## config.mk

```make
export PLATFORM = sky130hd
export DESIGN_NAME = fbfs_ctrl
export DESIGN_NICKNAME = d
export VERILOG_FILES = /design/src/rtl/fbfs_pkg.sv /design/src/rtl/fbfs_ctrl.sv
export SDC_FILE = /design/constraint.sdc
export NUM_CORES = 1
export LEC_CHECK = 0
export ABC_AREA = 0
export BUFFER_PORTS_ARGS = -buffer_cell sky130_fd_sc_hd__clkbuf_2
export CAP_MARGIN = 20
export CORE_MARGIN = 2
export CORE_UTILIZATION = 59
export CTS_BUF_LIST = sky130_fd_sc_hd__clkbuf_16
export CTS_CLUSTER_DIAMETER = 120
export DETAILED_ROUTE_END_ITERATION = 10
export GPL_TIMING_DRIVEN = 0
export PLACE_DENSITY = 0.78
export SLEW_MARGIN = 20
export SYNTH_ARGS = -nofsm -noshare
export SYNTH_HDL_FRONTEND = slang
export SYNTH_SLANG_ARGS = --single-unit
```

## constraint.sdc

```tcl
create_clock -name clock -period 5.3 [get_ports clock]
set_clock_uncertainty 0.15 [all_clocks]
set_input_delay 0 -clock clock [delete_from_list [all_inputs] [get_ports clock]]
set_output_delay 0 -clock clock [all_outputs]
set_load 0.03 [all_outputs]
```

## src/rtl/fbfs_pkg.sv

```systemverilog
// ----------------------------------------------------------------------------
// fbfs_pkg
// Shared types and constants for the frame store fill and scaled scan-out
// unit: request and response payloads, request kinds, sequencer states.
// ----------------------------------------------------------------------------
package fbfs_pkg;

   // Field widths fixed by the interface
   localparam int COORD_W = 9;
   localparam int COLOR_W = 16;

   localparam logic [COLOR_W-1:0] COLOR_BLACK = 16'h0000;

   localparam logic STATUS_DONE    = 1'b0;
   localparam logic STATUS_IGNORED = 1'b1;

   // Request kinds; the fourth code is unused and ignored
   typedef enum logic [1:0] {
      KIND_DRAW = 2'd0,
      KIND_FILL = 2'd1,
      KIND_SCAN = 2'd2
   } kind_type;

   typedef struct packed {
      kind_type           kind;
      logic [COORD_W-1:0] pos_x;
      logic [COORD_W-1:0] pos_y;
      logic [COORD_W-1:0] rect_width;
      logic [COORD_W-1:0] rect_height;
      logic [COLOR_W-1:0] color;
   } req_type;

   typedef struct packed {
      logic               status;
      logic [COLOR_W-1:0] pixel_out;
      logic               pixel_valid;
      logic               end_of_line;
      logic               end_of_frame;
   } rsp_type;

   // Sequencer states
   typedef enum logic [2:0] {
      ST_CLEAR,
      ST_IDLE,
      ST_SETUP,
      ST_FILL,
      ST_FINISH
   } state_type;

endpackage

```

## src/rtl/fbfs_ctrl.sv

```systemverilog
// ----------------------------------------------------------------------------
// fbfs_ctrl
// Sequencer: clears the store after reset, walks draw and fill rectangles
// one pixel per cycle, and keeps the scan position for scan ticks.
// ----------------------------------------------------------------------------
module fbfs_ctrl #(
   parameter int NATIVE_WIDTH  = 240,
   parameter int NATIVE_HEIGHT = 320,
   parameter int PIXEL_SCALE   = 2,
   parameter int DEPTH         = 19200,
   parameter int AW            = 15
) (
   input  logic                         clock,
   input  logic                         reset,
   input  logic                         req_valid,
   output logic                         req_ready,
   input  fbfs_pkg::req_type            req_payload,
   input  logic                         csr_valid,
   input  logic                         csr_data,
   output logic                         res_valid,
   input  logic                         res_ready,
   output fbfs_pkg::rsp_type            res_payload,
   output logic                         wr_en,
   output logic [AW-1:0]                wr_addr,
   output logic [fbfs_pkg::COLOR_W-1:0] wr_data,
   output logic                         rd_en,
   output logic [AW-1:0]                rd_addr,
   input  logic [fbfs_pkg::COLOR_W-1:0] rd_data
);
   import fbfs_pkg::*;

   localparam int EXT_W = COORD_W + 1;
   localparam int SUM_W = 2 * COORD_W;
   localparam int SUB_W = (PIXEL_SCALE > 1) ? $clog2(PIXEL_SCALE) : 1;
   localparam logic [COORD_W-1:0] LW_PORTRAIT  = COORD_W'(NATIVE_WIDTH / PIXEL_SCALE);
   localparam logic [COORD_W-1:0] LH_PORTRAIT  = COORD_W'(NATIVE_HEIGHT / PIXEL_SCALE);
   localparam logic [SUB_W-1:0]   SUB_LAST     = SUB_W'(PIXEL_SCALE - 1);
   localparam logic [AW-1:0]      ADDR_LAST    = AW'(DEPTH - 1);

   state_type state_ff, state_in;
   logic landscape_ff, landscape_in;

   // Rectangle walk
   logic [COORD_W-1:0] px_ff, px_in;
   logic [COORD_W-1:0] ex_ff, ex_in;
   logic [COORD_W-1:0] ey_ff, ey_in;
   logic [COORD_W-1:0] col_ff, col_in;
   logic [COORD_W-1:0] row_ff, row_in;
   logic [AW-1:0]      row_base_ff, row_base_in;
   logic [COLOR_W-1:0] color_ff, color_in;

   // Result fields
   logic status_ff, status_in;
   logic is_scan_ff, is_scan_in;
   logic eol_ff, eol_in;
   logic eof_ff, eof_in;

   // Clear sweep
   logic [AW-1:0] clr_addr_ff, clr_addr_in;

   // Scan position: logical column/row plus repeat counters
   logic [COORD_W-1:0] scan_col_ff, scan_col_in;
   logic [SUB_W-1:0]   scan_subx_ff, scan_subx_in;
   logic [COORD_W-1:0] scan_row_ff, scan_row_in;
   logic [SUB_W-1:0]   scan_suby_ff, scan_suby_in;
   logic [AW-1:0]      scan_base_ff, scan_base_in;

   logic [COORD_W-1:0] lw, lh;
   logic               req_fire;
   logic               rect_ok;
   logic [EXT_W-1:0]   sum_x, sum_y;
   logic [COORD_W-1:0] clip_x, clip_y;
   logic               last_col, last_row;
   logic [SUM_W-1:0]   row_prod;
   logic               scan_eol, scan_eof;

   // Logical size follows orientation
   always_comb begin
      lw = landscape_ff ? LH_PORTRAIT : LW_PORTRAIT;
      lh = landscape_ff ? LW_PORTRAIT : LH_PORTRAIT;
   end

   assign req_ready = (state_ff == ST_IDLE);
   assign req_fire  = req_valid && req_ready;
   assign res_valid = (state_ff == ST_FINISH);

   // Request decode: clipping and validity
   always_comb begin
      sum_x  = EXT_W'(req_payload.pos_x) + EXT_W'(req_payload.rect_width);
      sum_y  = EXT_W'(req_payload.pos_y) + EXT_W'(req_payload.rect_height);
      clip_x = (sum_x > EXT_W'(lw)) ? lw : sum_x[COORD_W-1:0];
      clip_y = (sum_y > EXT_W'(lh)) ? lh : sum_y[COORD_W-1:0];
      rect_ok = (req_payload.pos_x < lw) && (req_payload.pos_y < lh);
   end

   // Rectangle walk end tests and row base product
   always_comb begin
      last_col = (EXT_W'(col_ff) + EXT_W'(1)) == EXT_W'(ex_ff);
      last_row = (EXT_W'(row_ff) + EXT_W'(1)) == EXT_W'(ey_ff);
      row_prod = SUM_W'(row_ff) * SUM_W'(lw);
   end

   // Scan line and frame ends
   always_comb begin
      scan_eol = (scan_col_ff == lw - COORD_W'(1)) && (scan_subx_ff == SUB_LAST);
      scan_eof = scan_eol && (scan_row_ff == lh - COORD_W'(1))
                 && (scan_suby_ff == SUB_LAST);
   end

   // Next state
   always_comb begin
      state_in = state_ff;
      case (state_ff)
         ST_CLEAR: begin
            if (clr_addr_ff == ADDR_LAST) state_in = ST_IDLE;
         end
         ST_IDLE: begin
            if (req_fire) begin
               case (req_payload.kind)
                  KIND_DRAW: state_in = rect_ok ? ST_SETUP : ST_FINISH;
                  KIND_FILL: begin
                     state_in = (rect_ok && req_payload.rect_width != '0
                                 && req_payload.rect_height != '0) ? ST_SETUP : ST_FINISH;
                  end
                  default:   state_in = ST_FINISH;
               endcase
            end
         end
         ST_SETUP:  state_in = ST_FILL;
         ST_FILL: begin
            if (last_col && last_row) state_in = ST_FINISH;
         end
         ST_FINISH: begin
            if (res_ready) state_in = ST_IDLE;
         end
         default:   state_in = ST_IDLE;
      endcase
   end

   // Datapath and memory port control
   always_comb begin
      landscape_in = landscape_ff;
      px_in        = px_ff;
      ex_in        = ex_ff;
      ey_in        = ey_ff;
      col_in       = col_ff;
      row_in       = row_ff;
      row_base_in  = row_base_ff;
      color_in     = color_ff;
      status_in    = status_ff;
      is_scan_in   = is_scan_ff;
      eol_in       = eol_ff;
      eof_in       = eof_ff;
      clr_addr_in  = clr_addr_ff;
      scan_col_in  = scan_col_ff;
      scan_subx_in = scan_subx_ff;
      scan_row_in  = scan_row_ff;
      scan_suby_in = scan_suby_ff;
      scan_base_in = scan_base_ff;
      wr_en        = 1'b0;
      wr_addr      = AW'(SUM_W'(row_base_ff) + SUM_W'(col_ff));
      wr_data      = color_ff;
      rd_en        = 1'b0;
      rd_addr      = AW'(SUM_W'(scan_base_ff) + SUM_W'(scan_col_ff));

      case (state_ff)
         ST_CLEAR: begin
            wr_en       = 1'b1;
            wr_addr     = clr_addr_ff;
            wr_data     = COLOR_BLACK;
            clr_addr_in = clr_addr_ff + AW'(1);
         end
         ST_IDLE: begin
            if (req_fire) begin
               px_in      = req_payload.pos_x;
               col_in     = req_payload.pos_x;
               row_in     = req_payload.pos_y;
               color_in   = req_payload.color;
               status_in  = STATUS_IGNORED;
               is_scan_in = 1'b0;
               eol_in     = 1'b0;
               eof_in     = 1'b0;
               case (req_payload.kind)
                  KIND_DRAW: begin
                     // A draw is a one by one rectangle
                     ex_in = req_payload.pos_x + COORD_W'(1);
                     ey_in = req_payload.pos_y + COORD_W'(1);
                     if (rect_ok) status_in = STATUS_DONE;
                  end
                  KIND_FILL: begin
                     ex_in = clip_x;
                     ey_in = clip_y;
                     if (rect_ok && req_payload.rect_width != '0
                         && req_payload.rect_height != '0) status_in = STATUS_DONE;
                  end
                  KIND_SCAN: begin
                     rd_en      = 1'b1;
                     status_in  = STATUS_DONE;
                     is_scan_in = 1'b1;
                     eol_in     = scan_eol;
                     eof_in     = scan_eof;
                     // Advance the physical scan position
                     if (scan_eol) begin
                        scan_col_in  = '0;
                        scan_subx_in = '0;
                        if (scan_suby_ff == SUB_LAST) begin
                           scan_suby_in = '0;
                           if (scan_eof) begin
                              scan_row_in  = '0;
                              scan_base_in = '0;
                           end else begin
                              scan_row_in  = scan_row_ff + COORD_W'(1);
                              scan_base_in = AW'(SUM_W'(scan_base_ff) + SUM_W'(lw));
                           end
                        end else begin
                           scan_suby_in = scan_suby_ff + SUB_W'(1);
                        end
                     end else if (scan_subx_ff == SUB_LAST) begin
                        scan_subx_in = '0;
                        scan_col_in  = scan_col_ff + COORD_W'(1);
                     end else begin
                        scan_subx_in = scan_subx_ff + SUB_W'(1);
                     end
                  end
                  default: begin
                     ex_in = ex_ff;
                  end
               endcase
            end
         end
         ST_SETUP: begin
            row_base_in = AW'(row_prod);
         end
         ST_FILL: begin
            wr_en = 1'b1;
            if (last_col) begin
               col_in      = px_ff;
               row_in      = row_ff + COORD_W'(1);
               row_base_in = AW'(SUM_W'(row_base_ff) + SUM_W'(lw));
            end else begin
               col_in = col_ff + COORD_W'(1);
            end
         end
         default: begin
            wr_en = 1'b0;
         end
      endcase

      // Orientation write restarts the scan
      if (csr_valid) begin
         landscape_in = csr_data;
         scan_col_in  = '0;
         scan_subx_in = '0;
         scan_row_in  = '0;
         scan_suby_in = '0;
         scan_base_in = '0;
      end
   end

   // Result presented from the finish state
   always_comb begin
      res_payload.status       = status_ff;
      res_payload.pixel_out    = is_scan_ff ? rd_data : COLOR_BLACK;
      res_payload.pixel_valid  = is_scan_ff;
      res_payload.end_of_line  = eol_ff;
      res_payload.end_of_frame = eof_ff;
   end

   // Control registers
   always_ff @(posedge clock) begin
      if (reset) begin
         state_ff     <= ST_CLEAR;
         landscape_ff <= 1'b1;
         clr_addr_ff  <= '0;
         scan_col_ff  <= '0;
         scan_subx_ff <= '0;
         scan_row_ff  <= '0;
         scan_suby_ff <= '0;
         scan_base_ff <= '0;
      end else begin
         state_ff     <= state_in;
         landscape_ff <= landscape_in;
         clr_addr_ff  <= clr_addr_in;
         scan_col_ff  <= scan_col_in;
         scan_subx_ff <= scan_subx_in;
         scan_row_ff  <= scan_row_in;
         scan_suby_ff <= scan_suby_in;
         scan_base_ff <= scan_base_in;
      end
   end

   // Payload registers
   always_ff @(posedge clock) begin
      px_ff       <= px_in;
      ex_ff       <= ex_in;
      ey_ff       <= ey_in;
      col_ff      <= col_in;
      row_ff      <= row_in;
      row_base_ff <= row_base_in;
      color_ff    <= color_in;
      status_ff   <= status_in;
      is_scan_ff  <= is_scan_in;
      eol_ff      <= eol_in;
      eof_ff      <= eof_in;
   end

endmodule
```

### Word level (Yosys, flattened, before mapping)

Cells that the tools add are included.

| operators by class | value |
|---|---|
| $add $sub $neg | 19 |
| $mul | 1 |
| div/mod/pow operators | 0 |
| order comparisons | 4 |
| equal/unequal tests | 16 |
| shift-type cells | 0 |
| muxes and demuxes | 39 |
| bitwise logic cells | 0 |
| reduce and logical (&&, ||, !) cells | 28 |

Operator list:

| operator | count |
|---|---|
| $mux W9 | 9 |
| $pmux W9 S2 | 4 |
| $add A9 B1 Y9 const B | 6 |
| $mux W15 | 3 |
| $mux W16 | 2 |
| $add A15 B8 Y15 | 2 |
| $add A15 B9 Y15 | 2 |
| $pmux W15 S2 | 1 |
| $add A9 B1 Y10 const B | 2 |
| $add A9 B9 Y10 | 2 |
| $eq A10 B9 Y1 | 2 |
| $gt A10 B8 Y1 | 2 |
| $eq A9 B9 Y1 | 2 |
| $lt A9 B8 Y1 | 2 |
| $mux W3 | 6 |
| $reduce_bool A9 Y1 | 2 |
| $sub A8 B1 Y9 const B | 2 |
| $mux W8 | 2 |
| $add A15 B1 Y15 const B | 1 |
| $eq A15 B15 Y1 const B | 1 |
| $mul A9 B8 Y15 | 1 |
| $pmux W3 S5 | 1 |
| $reduce_and A4 Y1 | 3 |
| $mux W1 | 9 |
| other kinds (18) | 38 |

| word-level totals | value |
|---|---|
| register bits after elaboration | 134 |
| bits in latches | 0 |
| bits in writable memories | 0 |
| memory bits (read-only) | 0 |
| memories kept | 0 |

### Longest topological paths before layout

| logic depth | value |
|---|---|
| depth in word-level cells | 9 |
| mapped depth | 19 |
| depth with buffers taken out | 18 |

### Least setup slack after synthesis

No wires, ideal clock.

| path | value |
|---|---|
| kind | register to register |
| start point | register landscape_ff |
| end point | register row_base_ff[14] (data pin) |
| arrival time | 4.326 ns |
| required time | 4.881 ns |
| slack | 0.555 ns |
| cell stages (with the launch flop) | 16 |
| buffers on the path | 2 |
| clock period less this slack | 4.745 ns |
| cell sequence | dfxtp_1 -> clkbuf_1 -> clkbuf_1 -> nor2b_1 -> a21o_1 -> ha_1 -> fa_1 -> fa_1 -> ha_1 -> ha_1 -> a21oi_1 -> o21bai_1 -> a2111oi_0 -> nor3_1 -> xnor2_1 -> mux2i_1 |

| on the way | value |
|---|---|
| word-level cells in the longest chain between the ends | 4 |
| elaborated cells on any way between the ends | 5 |
| those cells by class | add/sub: 1; mul: 1; mux: 3 |

Ends and longest elaborated chain:

| item | RTL line | source |
|---|---|---|
| start: declaration | fbfs_ctrl.sv:41 | `logic landscape_ff, landscape_in;` |
| start signal: assignment | fbfs_ctrl.sv:282 | `landscape_ff <= landscape_in;` |
| $mux W8 * | fbfs_ctrl.sv:79 | `lw = landscape_ff ? LH_PORTRAIT : LW_PORTRAIT;` |
| branches (longest 2 deep; another with $mul A9 B8 Y15) | n/a |  |
| $pmux W15 S2 * | fbfs_ctrl.sv:166 | `case (state_ff)` |
| net row_base_in[14] | fbfs_ctrl.sv:49 | `logic [AW-1:0] row_base_ff, row_base_in;` |
| end signal: assignment | fbfs_ctrl.sv:299 | `row_base_ff <= row_base_in;` |
| end: declaration | fbfs_ctrl.sv:49 |  |

Mark *: on every way through the listed nets, which the timed path passes. The select of a mux whose other input is x is not followed.
A chain may end at the register's enable or synchronous reset.

### Worst setup path after layout

Ends and elaborated chain as after synthesis.

==> metrics.txt <==
status=complete, no violations; hold_sp=req_payload[25]; clock buffer depth=2; Pre-antenna DRT Iters=5; fin crit share=91.3%; cell family with most CP delay=adder cells; Setup Fix Bufs, Post-CTS=0; hold path cells=4; CP max-delay cell=dfxtp_4; cell taking the most area after synthesis=edfxtp_1; Synth Warn #=0; post-synthesis cell count=1050; initial antenna violation count=0; placer congestion estimate=0.874; FFs w/ async S/R, synth=0%; most frequent CP cell=ha_1; Die Y=133 um; Least-Margin Pin Slew=945 ps; final hold vios=0; chip width=133 um; Initial Util=59.6%; final instance area=11900 um2; FF+latch count, synth=128; DP Wirelength=17600 um; CP Class=flip-flop to flip-flop; TritonCTS clock tree=done; placed instance area=10800 um2; CTS root buf=clkbuf_16; syn_nets=1239; worst hold slack=15.3 ps; WL/cell=16.3 um; Initial DRC Count=447; clk sinks=128; Setup-failing EPs final=0; Final Slew Violations=0; Post-layout nets=1451; total I/O pin count=146; crit path launch=landscape_ff; via count=8634; VDD IR max=0.271 mV; clock slew at reported path FFs=60 ps; PnR Total Power=2.74 mW; Hold WC Path Type=primary input to flip-flop; sequential-to-total area share from yosys stat=34.1%; Startpoint Class=flip-flop; DIE AREA=17600 um2; TritonCTS Buffers=17; depth of the worst register-to-register path=14; # DRC=0; pwr/cell area=230 nW/um2; Clk Latency, worst-skew pair=420 ps; fmax=207 MHz; reg2reg setup slack=460 ps; reg2reg start=landscape_ff; global-route wire length before repair=40100 um; grt ovf=0; CORE AREA=16400 um2; H-Tree Depth=4; Crit path arrival time=4840 ps; CP Max Fanout=23; number of buffers and inverters on the critical path=1; Area contributors post-synth=edfxtp_1, ha_1, dfxtp_1, xor2_1, xnor2_1; Fillers=1242; num rows=47; Post-Layout Cell Count=1495; Leakage=5.06 nW; unrepaired setup endpoints after global routing=no; Via density=5.78; drt total wl=24400 um; IO buf count=145; Syn-to-layout area delta=21.4%; top cell type's share of synthesized area=23.6%; largest net degree at the start of global routing=30; placed instance count=1416; minimum clock period=4840 ps; Max-cap violations=0; vias in the first global route=8492; Post-synth EDFFs=77; ANT cells=0; Synth cell types=75; Most used DFF post-synth=edfxtp_1; hold endpoint=ex_ff[0]; critical-path cell list=clkbuf_1, nor2b_1, a21o_1, ha_1, fa_1, fa_1, ha_1, ha_1, a21oi_1, o21bai_1, a2111oi_0, nor3_1, xnor2_1, mux2i_1; final setup TNS=0 ps; crit end category=flip-flop; relative slew slack=36.9%; CP Data Required Time=5300 ps; Mapped Area=9790 um2; worst r2r dst=row_base_ff[14]; layout cells sized above 1=16.8%; crit-path max cell delay=560 ps; Total GRT Usage=27.8%; Syn Area/Cell=9.32 um2; Antenna Nets Post-Route=0
[power by group]
part           internal, mW  total (mW)  switching [mW]
sequential             1.06        1.07         0.00725
combinational         0.207       0.472           0.264
clock                 0.706        1.19           0.487
total                  1.98        2.74           0.758
[metrics by stage]
| step | utilization [%] | worst slack [ps] |
|---|---|---|
| 3_3_place_gp | 65.7 | -287 |
| 3_5_place_dp | 65.8 | -308 |
| 4_1_cts | 72.4 | 266 |
| 6_report | 72.4 | 459 |
| 2_1_floorplan | - | 555 |
| 5_1_grt | 72.4 | 82.5 |
[worst max-delay path by stage]
stage	endpoint	slack, ps	cells after the start
after floorplan	row_base_ff[14]	560	15
after global placement	row_base_ff[14]	-290	15
after detailed placement	row_base_ff[14]	-310	15
after CTS	row_base_ff[14]	270	14
after global routing	row_base_ff[14]	80	16
final	row_base_ff[14]	460	14
[area by class of cell]
type	count	area, um2	area share, %
plain buffers	44	213	1.79
clock buffers	17	425	3.58
clock inverters	15	173	1.45
inverters	41	154	1.30
multi-input cells	836	6090	51.3
flip-flops and latches	128	3340	28.1
well taps	220	275	2.32
repair buffers	194	1210	10.2
[synth_stat cells, drive strengths merged, types with 4 or more instances]
cell type  number
ha             95
nand2          91
nor2           81
edfxtp         77
o21ai          68
xor2           65
a21oi          58
xnor2          57
dfxtp          51
inv            41
and2           37
nand3          32
clkbuf         30
nand4          22
nor3           21
fa             18
a21o           15
buf            15
nor2b          14
and3           13
mux2i          13
or3            12
nand2b          9
mux2            7
o21bai          7
o22ai           7
a221oi          6
a22o            6
nor4            6
or4             6
a211oi          5
nand4b          5
nor4bb          5
o21a            5
and4            4
nor3b           4
o211ai          4
[layout by cell type (no fill, tap or decap), types with 5 or more instances in the layout]
master / instances
o21ai_0: 39
dfxtp_1: 50
and3_1: 13
nand4_1: 22
clkbuf_16: 17
dlygate4sd3_1: 48
nor2_1: 78
buf_4: 8
fa_1: 18
and2_1: 37
xor2_1: 65
a21oi_1: 57
o22ai_1: 7
or3_1: 11
nor4bb_1: 5
ha_1: 95
inv_1: 39
nand2_1: 91
nand3_1: 32
nor3_1: 20
clkinv_4: 5
clkbuf_1: 28
clkbuf_2: 145
inv_6: 7
nor4_1: 6
nand2b_1: 9
o21a_1: 5
a21o_1: 15
xnor2_1: 57
o21ai_1: 27
o21bai_1: 6
a221oi_1: 6
mux2i_1: 13
nor2b_1: 13
a22o_1: 6
or4_1: 5
edfxtp_1: 77
[metal layers]
metal | up-vias | track usage (%) | share of wire [%]
met5 | - | 0 | 0
met4 | 0 | 9.68 | 2.3
met3 | 53 | 4.64 | 4.9
met2 | 276 | 48.8 | 50
li1 | 4210 | - | -
met1 | 4095 | 34.7 | 43
[timing repair]
| item | in CTS | in global routing |
|---|---|---|
| gates resized for setup | 1 | 1 |
| setup endpoints to repair | 2 | 1 |
| endpoints found under the hold margin | 74 | 0 |
| hold buffers | 48 | 0 |
[kinds of logic after synthesis]
family / share of synthesized area, %
multiplexers: 2.14
XOR/XNOR: 11.2
flip-flops: 34.1
buffers and inverters: 3.78
AND/OR/NAND/NOR: 19.8
adder cells (fa/ha/maj): 15.8
AO/OA/AOI/OAI: 13.2
[worst min-delay path, cell delays in order]
cell and delay (ps):
clkbuf_2 90, ha_1 150, nand3_1 70, o22ai_1 140
[state kept, by name (all words and copies together) (netlist names)]
register      count
eof_ff            1
status_ff         1
row_base_ff      12
clr_addr_ff      15
col_ff            9
px_ff             9
scan_row_ff       9
ex_ff             9
scan_subx_ff      1
scan_base_ff     12
row_ff            9
state_ff          3
eol_ff            1
landscape_ff      1
scan_suby_ff      1
scan_col_ff       9
color_ff         16
is_scan_ff        1
ey_ff             9
(Power assumes the default switching activity.)
